==> src/rtl/rxah_pkg.sv <==
package rxah_pkg;

    localparam int unsigned NUM_WORDS   = 4;
    localparam int unsigned WORD_W      = 32;
    localparam int unsigned DIGEST_CHARS = 32;
    localparam int unsigned CHAR_CNT_W  = $clog2(DIGEST_CHARS);

    localparam logic [WORD_W-1:0] INIT_W0 = 32'h6745_2301;
    localparam logic [WORD_W-1:0] INIT_W1 = 32'hEFCD_AB89;
    localparam logic [WORD_W-1:0] INIT_W2 = 32'h98BA_DCFE;
    localparam logic [WORD_W-1:0] INIT_W3 = 32'h1032_5476;

    localparam logic [3:0] NIB_MASK      = 4'hF;
    localparam logic [6:0] ASCII_ZERO    = 7'd48;
    localparam logic [6:0] ASCII_A_MINUS = 7'd55;

    typedef struct packed {
        logic [7:0] msg_byte;
        logic       is_final;
    } t_in;

    typedef struct packed {
        logic [6:0] hex_char;
        logic       digest_end;
    } t_out;

    typedef enum logic [1:0] {
        ST_IDLE = 2'b01,
        ST_EMIT = 2'b10
    } t_state;

    function automatic logic [6:0] nibble_to_ascii(input logic [3:0] nib);
        logic [3:0] n;
        n = nib & NIB_MASK;
        if (n < 4'd10) begin
            return ASCII_ZERO + {3'b000, n};
        end
        return ASCII_A_MINUS + {3'b000, n};
    endfunction

endpackage

==> src/rtl/rotate_xor_add_hash_hex.sv <==
// rotate-xor-add byte hash with a hex digest
//
// input channel (i_in_valid / o_in_ready / i_in_item): one message byte per
// item, with is_final marking the last byte of a message. a byte is mixed
// into one of four 32-bit words (xor, rotate left by phase+1, add) in the
// cycle it is accepted, so non-final bytes go at one per cycle.
//
// output channel (o_out_valid / i_out_ready / o_out_item): after a final
// byte the block emits 32 ascii hex characters, word 0 through word 3,
// least significant nibble first; digest_end marks the last one. the first
// character is valid the cycle after the final byte is taken, then one per
// cycle while i_out_ready is high.
//
// while the digest is being sent o_in_ready is low; a stalled receiver just
// holds the current character. after the last character is taken the words
// and byte phase return to their initial values and input opens again.
// reset (i_rst_n low, synchronous) loads the initial words, clears the
// phase and drops any digest in flight.
module rotate_xor_add_hash_hex
    import rxah_pkg::*;
(
    input  logic i_clk,
    input  logic i_rst_n,
    input  logic i_in_valid,
    output logic o_in_ready,
    input  t_in  i_in_item,
    output logic o_out_valid,
    input  logic i_out_ready,
    output t_out o_out_item
);

    t_state                r_state, n_state;
    logic [WORD_W-1:0]     r_words [NUM_WORDS];
    logic [WORD_W-1:0]     n_words [NUM_WORDS];
    logic [1:0]            r_phase, n_phase;
    logic [CHAR_CNT_W-1:0] r_cnt, n_cnt;

    logic              in_fire, out_fire, last_char;
    logic [WORD_W-1:0] mix_x, mix_r, mix_sum;
    logic [WORD_W-1:0] emit_word;
    logic [3:0]        emit_nib;

    assign o_in_ready  = (r_state == ST_IDLE);
    assign o_out_valid = (r_state == ST_EMIT);
    assign in_fire     = i_in_valid && o_in_ready;
    assign out_fire    = o_out_valid && i_out_ready;
    assign last_char   = (r_cnt == CHAR_CNT_W'(DIGEST_CHARS - 1));

    // shared mixing unit
    always_comb begin
        mix_x = r_words[r_phase] ^ {24'd0, i_in_item.msg_byte};
        unique case (r_phase)
            2'd0:    mix_r = {mix_x[WORD_W-2:0], mix_x[WORD_W-1]};
            2'd1:    mix_r = {mix_x[WORD_W-3:0], mix_x[WORD_W-1 -: 2]};
            2'd2:    mix_r = {mix_x[WORD_W-4:0], mix_x[WORD_W-1 -: 3]};
            default: mix_r = {mix_x[WORD_W-5:0], mix_x[WORD_W-1 -: 4]};
        endcase
        mix_sum = mix_r + {24'd0, i_in_item.msg_byte};
    end

    assign emit_word = r_words[r_cnt[CHAR_CNT_W-1 -: 2]];
    assign emit_nib  = emit_word[{r_cnt[2:0], 2'b00} +: 4];

    assign o_out_item.hex_char   = nibble_to_ascii(emit_nib);
    assign o_out_item.digest_end = last_char;

    always_comb begin
        n_state = r_state;
        n_words = r_words;
        n_phase = r_phase;
        n_cnt   = r_cnt;
        unique case (r_state)
            ST_IDLE: begin
                if (in_fire) begin
                    n_words[r_phase] = mix_sum;
                    n_phase          = r_phase + 2'd1;
                    n_cnt            = '0;
                    if (i_in_item.is_final) begin
                        n_state = ST_EMIT;
                    end
                end
            end
            ST_EMIT: begin
                if (out_fire) begin
                    n_cnt = r_cnt + CHAR_CNT_W'(1);
                    if (last_char) begin
                        n_state    = ST_IDLE;
                        n_words[0] = INIT_W0;
                        n_words[1] = INIT_W1;
                        n_words[2] = INIT_W2;
                        n_words[3] = INIT_W3;
                        n_phase    = '0;
                    end
                end
            end
            default: begin
                n_state = ST_IDLE;
            end
        endcase
    end

    always_ff @(posedge i_clk) begin
        if (!i_rst_n) begin
            r_state    <= ST_IDLE;
            r_words[0] <= INIT_W0;
            r_words[1] <= INIT_W1;
            r_words[2] <= INIT_W2;
            r_words[3] <= INIT_W3;
            r_phase    <= '0;
            r_cnt      <= '0;
        end else begin
            r_state <= n_state;
            r_words <= n_words;
            r_phase <= n_phase;
            r_cnt   <= n_cnt;
        end
    end

`ifndef ASSERT_OFF
    a_final_starts_digest: assert property (@(posedge i_clk) disable iff (!i_rst_n)
        in_fire && i_in_item.is_final |=> o_out_valid && (r_cnt == '0))
        else $error("digest did not start at first character");

    a_last_char_returns: assert property (@(posedge i_clk) disable iff (!i_rst_n)
        out_fire && o_out_item.digest_end |=> o_in_ready && (r_phase == 2'd0)
            && (r_words[0] == INIT_W0) && (r_words[3] == INIT_W3))
        else $error("state not restored after digest");

    a_no_overlap: assert property (@(posedge i_clk) disable iff (!i_rst_n)
        !(o_in_ready && o_out_valid))
        else $error("input open while digest in flight");

    a_hold_on_stall: assert property (@(posedge i_clk) disable iff (!i_rst_n)
        o_out_valid && !i_out_ready |=> o_out_valid && $stable(r_cnt))
        else $error("digest advanced under stall");
`endif

endmodule

==> config.mk <==
export PLATFORM = sky130hd
export DESIGN_NAME = rotate_xor_add_hash_hex
export DESIGN_NICKNAME = d
export VERILOG_FILES = /design/src/rtl/rxah_pkg.sv /design/src/rtl/rotate_xor_add_hash_hex.sv
export SDC_FILE = /design/constraint.sdc
export NUM_CORES = 1
export LEC_CHECK = 0
export ABC_CLOCK_PERIOD_IN_PS = 5200
export BUFFER_PORTS_ARGS = -buffer_cell sky130_fd_sc_hd__buf_2
export CORE_MARGIN = 3
export CORE_UTILIZATION = 38
export DETAILED_ROUTE_END_ITERATION = 8
export SYNTH_ARGS = -nofsm -noshare
export SYNTH_HDL_FRONTEND = slang
export SYNTH_SLANG_ARGS = --single-unit
==> constraint.sdc <==
create_clock -name i_clk -period 5.2 [get_ports i_clk]
set_clock_uncertainty 0.1 [all_clocks]
set_input_delay 0.52 -clock i_clk [delete_from_list [all_inputs] [get_ports i_clk]]
set_output_delay 0.52 -clock i_clk [all_outputs]
set_load 0.03 [all_outputs]
* Yosys cells after proc, flatten, opt, wreduce, memory -nomap -nowiden
Index checks and enable logic that the tools add are counted.
Operators by class: bitwise logic cells 3, equal/unequal tests 9, reduce and logical (&&, ||, !) cells 8, order comparisons 4, shift-type cells 1, muxes and demuxes 29, add/sub/neg operators 5
Operators by type and width (number):
- 2-to-1 mux 128 bit | 3
- one-hot mux 128 bit (2 select lines) | 1
- 2-to-1 mux 32 bit | 5
- binary-select mux 32 bit (select 2 bit) | 2
- bitwise mux 128 bit | 1
- one-hot mux 32 bit (3 select lines) | 1
- demux 32 bit (select 2 bit) | 1
- adder 32 x 8 -> 32 bit | 1
- variable part select 32 x 6 -> 4 bit | 1
- bitwise XOR 32 x 8 -> 32 bit | 1
- adder 6 x 4 -> 7 bit, first input constant | 2
- 2-to-1 mux 2 bit | 7
- 2-to-1 mux 7 bit | 2
- 2-to-1 mux 5 bit | 2
- one-hot mux 5 bit (2 select lines) | 1
- inequality test 2 x 1 -> 1 bit, second input constant | 4
- one-hot mux 2 bit (2 select lines) | 2
- AND reduction 4 bit | 2
- greater-or-equal comparator 3 bit, second input constant | 2
- inverter 2 -> 3 bit | 2
- adder 5 x 1 -> 5 bit, second input constant | 1
- equality test 5 bit, second input constant | 1
- equality test 2 x 1 -> 1 bit, second input constant | 2
- equality test 2 bit, second input constant | 2
- 8 further kinds | 10
Storage, ports and cells: output and inout port bits 10, word-level logic and storage cells 66, register bits 137, input port bits 13

* Logic depth before layout (Yosys ltp)
depth in word-level cells 10, gate-level depth with buffers 23, mapped depth without buffers 15

* Worst setup path before layout
Ideal clock, no wire load.
path type register to register, start register r_phase[0], end register r_words[94] in the netlist's numbering, library setup time 0.117 ns, arrival 4.506 ns, path slack 0.477 ns, period minus slack after synthesis 4.723 ns, buffers on the path 8, data required time 4.983 ns, cell stages (with the launch flop) 24, path through dfxtp_1 buf_6 buf_12 buf_12 buf_6 buf_2 inv_1 ha_1 clkbuf_1 buf_1 a222oi_1 a21oi_1 ha_1 inv_1 fa_1 nand3b_1 a21boi_0 o21ai_0 a21oi_1 nor4bb_2 buf_4 nand4_1 xnor2_2 o22a_1
Between the ends: word-level cells in the longest chain between the ends 10, elaborated cells between the ends (all ways) 18, those cells by class add/sub: 1; order compare: 2; eq/ne: 2; mux: 9; bitwise: 2; reduce/logical: 2
Ends and longest elaborated chain:
- from (decl) | RTL line rotate_xor_add_hash_hex.sv:35 | logic [1:0] r_phase, n_phase;
- from (signal assigned) | RTL line rotate_xor_add_hash_hex.sv:114 | r_phase <= n_phase;
- inverter 2 -> 3 bit (not written as such) | RTL line rotate_xor_add_hash_hex.sv:51, rotate_xor_add_hash_hex.sv:75
- binary-select mux 32 bit (select 2 bit) | RTL line rotate_xor_add_hash_hex.sv:51 | mix_x = r_words[r_phase] ^ {24'd0, i_in_item.msg_byte};
- 2-to-1 mux 32 bit (not written as such) (2 in a row) | RTL line rotate_xor_add_hash_hex.sv:51
- bitwise XOR 32 x 8 -> 32 bit | RTL line rotate_xor_add_hash_hex.sv:51
- one-hot mux 32 bit (3 select lines) | RTL line rotate_xor_add_hash_hex.sv:52 | unique case (r_phase)
- adder 32 x 8 -> 32 bit | RTL line rotate_xor_add_hash_hex.sv:58 | mix_sum = mix_r + {24'd0, i_in_item.msg_byte};
- bitwise mux 128 bit (*) | RTL line rotate_xor_add_hash_hex.sv:75 | n_words[r_phase] = mix_sum;
- 2-to-1 mux 128 bit (*) | RTL line rotate_xor_add_hash_hex.sv:74 | if (in_fire) begin
- one-hot mux 128 bit (2 select lines) (*) | RTL line rotate_xor_add_hash_hex.sv:72 | unique case (r_state)
- to (signal assigned) | RTL line rotate_xor_add_hash_hex.sv:113 | r_words <= n_words;
- to (decl) | RTL line rotate_xor_add_hash_hex.sv:33 | logic [WORD_W-1:0] r_words [NUM_WORDS];
Mark *: on every way between the ends. The rest lies on a longest branch, timed or not. The select of a mux whose other input is x is not followed. A chain may end at the register's enable or synchronous reset.

* Worst setup path in the final report
start register r_phase[0], end register r_words[116] in the netlist's numbering
The elaborated chain is that of the path after synthesis.

==> flow_summary.yaml <==
cts:
  numCtsBuffers: 17
  cts.sinks: 137
  clock_latency_ps: 440
  clk_pin_slew_ps: 70
  cts_tree: "yes"
  ctsHoldBuffers: 0
  cts_root_buffer: "clkbuf_16"
  clockBufferDepth: 2
  htreeDepth: 4
  cts_resized: 0
  cts_setup_buffers: 0
floorplanning:
  die_w_um: 161
  die_height_um: 161
  initial_utilization_pct: 38.8
  core_area_mm2: 0.0235
  fp-row-count: 56
  die_area_mm2: 0.0259
  ios: 23
drt:
  drt_pass1_iterations: 8
  route.vias.total: 7814
  drc_errors: 0
  drt_iter0_drc: 880
  wirelength_um: 29000
  vias_per_cell: 6.26
  wl_per_cell_um: 23.2
  detail-route-antenna-nets: 0
worst_setup_path:
  worstReg2RegStart: "r_phase[0]"
  startpoint: "r_phase[0]"
  required_ps: 5370
  worstPathMaxFanout: 24
  cp-start-kind: "register"
  setup.worst_path.class: "reg -> reg"
  endpoint_kind: "register"
  cp.arrival_ps: 4760
yosys:
  synth_enable_flop_cells: 0
  synth-seq-cells: 137
  synthFlopType: "dfxtp_1"
  synth_area_per_cell_um2: 9.88
  synth-seq-area-share_pct: 30.1
  async_reset_ff_share_pct: 0
  syn_inst: 923
  syn-cell-area_mm2: 0.00912
  syn_nets: 953
  yosysUniqueCellTypes: 63
  yosysWarnings: 0
sta:
  setup_viol: 0
  finalCritPeriodShare_pct: 88.3
  rsz0062_at_grt: "false"
  setup_tns_ps: 0
  min_period_ps: 4590
  finalMaxSlewViolations: 0
  fin_ws_ps: 607
  slew_headroom_pct: 26.6
  timing.fmax_ghz: 0.218
  hold_viol: 0
  worst_pin_slew_ps: 1100
  hold-worst-slack_ps: 321
power:
  peakVddDrop_mv: 0.255
  power.total_w: 0.00377
  leakage_nw: 3.68
  powerDensity_mw_per_mm2: 372
placed_design:
  place_area_mm2: 0.00948
  dpl.hpwl_um: 20000
  io_buffers: 22
  dp_slack_ps: 670
  gp_congestion: 0.923
grt:
  grt_max_degree: 63
  grt_pass1_vias: 7545
  grt_util_all_layers_pct: 22.5
  overflow: 0
  antenna_found_initial: 0
  grt_pass1_wl_um: 45000
final_layout:
  nets: 947
  layout-drive-gt1-share_pct: 23.3
  n_fill_cell: 2309
  areaGrowthSynthToFinish_pct: 11.1
  fin_area_mm2: 0.0101
  diodes: 0
outcome:
  outcome: "complete, no violations"
job:
  maxCapViolCount: 0
worst_hold_path:
  min_from: "i_in_item[0]"
  hp-class: "in -> reg"
==> power by group <==
group | leakage [nW] | switching, W | internal [W]
clock network | 0.305 | 0.000502 | 0.000852
registers | 1.12 | 0.0000661 | 0.00112
logic | 2.26 | 0.000729 | 0.000501
==> critical path, cell delays in order (launching register included) <==
cell      delay (ps)
dfxtp_4          610
buf_4            430
mux4_2           360
a222oi_1          80
a21oi_1          220
ha_1             200
inv_1             50
fa_1             400
nand3b_1         200
a21boi_0         180
o21ai_0          130
a21oi_1          240
nor4bb_2         320
buf_4            270
nand3_1          110
xor2_1           390
o21ai_0          140
==> worst paths after layout <==
path	end	slack, ps	cells after the start
worst max register to register	r_words[116]	610	16
worst max-delay path	r_words[116]	610	16
worst min register to register	r_words[84]	360	2
worst min-delay path	r_state[1]	320	3
==> placed cells by master, fill, tap and decap left out, types with 4 or more instances in the layout <==
cell        count
dfxtp_1       134
nand2b_1        4
a32oi_1         4
a221oi_1       11
a22o_1         28
a222oi_1       20
nand4_1         9
nor2b_1        30
mux2_2         40
xnor2_2         7
bufinv_16       5
a22oi_1        35
buf_2          22
inv_1          18
mux4_2         59
clkbuf_16      17
a21oi_1        45
clkinvlp_4      4
o22a_1         29
mux2i_1        19
and3_1          6
o22ai_1         6
o21ai_1         8
ha_1           16
xnor2_1        14
o21ai_0        25
a21boi_0        9
nand3_1        16
buf_4          34
and2_1         12
o21a_1          6
nor2_1         61
o211ai_1       22
nand2_1        75
xor2_1         23
nor3_1          9
==> layer usage <==
metal | vias to the layer above | global-route usage, % | wire length [µm]
met3 | 61 | 4.93 | 2110
met4 | 0 | 8.88 | 986
li1 | 3517 | - | -
met1 | 3882 | 30.0 | 12400
met5 | - | 0 | 0
met2 | 354 | 35.5 | 13500
==> final cells by class <==
type | count | area, µm² | area share [%]
well taps | 319 | 399 | 3.94
repair buffers | 57 | 385 | 3.80
clock buffers | 17 | 425 | 4.20
multi-input cells | 685 | 5880 | 58.0
clock inverters | 15 | 225 | 2.22
flip-flops and latches | 137 | 2750 | 27.1
inverters | 19 | 71.3 | 0.704
==> flip-flops by register name (all words and copies together) (netlist names) <==
name	flops
r_words	128
r_cnt	5
r_phase	2
r_state	2
==> cells in the mapped netlist (5+ instances only) <==
| cell type | instances | share of area, % |
|---|---|---|
| a222oi_1 | 20 | 2.2 |
| nor2_1 | 62 | 2.6 |
| ha_1 | 16 | 2.2 |
| nand4_1 | 9 | 0.62 |
| a22oi_1 | 35 | 2.9 |
| mux4_2 | 59 | 15 |
| o21ai_1 | 7 | 0.38 |
| a21oi_1 | 45 | 2.5 |
| xor2_1 | 23 | 2.2 |
| nand3_1 | 16 | 0.88 |
| a21boi_0 | 9 | 0.74 |
| clkbuf_1 | 47 | 1.9 |
| buf_1 | 5 | 0.21 |
| nand2_1 | 75 | 3.1 |
| o21a_1 | 6 | 0.49 |
| o211ai_1 | 22 | 1.8 |
| buf_2 | 15 | 0.82 |
| a221oi_1 | 11 | 1.1 |
| nor3_1 | 9 | 0.49 |
| buf_4 | 7 | 0.58 |
| inv_1 | 18 | 0.74 |
| and2_1 | 12 | 0.82 |
| a22o_1 | 28 | 2.7 |
| buf_6 | 5 | 0.62 |
| dfxtp_1 | 137 | 30 |
| mux2i_1 | 19 | 2.1 |
| xnor2_2 | 7 | 1.2 |
| and3_1 | 6 | 0.41 |
| o22a_1 | 29 | 2.8 |
| o22ai_1 | 6 | 0.41 |
| mux2_2 | 40 | 4.9 |
| xnor2_1 | 14 | 1.3 |
| nor2b_1 | 30 | 2.1 |
| o21ai_0 | 26 | 1.4 |
==> cell families (layout without fill, tap and decap cells) <==
kind of cell	count (synthesis)	after routing	share of synthesized area, %
AOI/OAI and AO/OA	265	265	22.0
xor gates and xnor gates	44	44	4.80
adders and majority gates	17	17	2.41
buffers and inverters	101	108	5.54
DFF	137	137	30.1
muxes	122	122	22.2
and+or+nand+nor	237	237	13.0
==> per-stage QoR <==
step | util (%) | cells
final | 43.0 | 1249
after global placement | 40.3 | 1217
after CTS | 43.0 | 1249
after detailed placement | 40.3 | 1217
after global routing | 43.0 | 1249
after floorplan | - | 923
(Power assumes the default switching activity.)
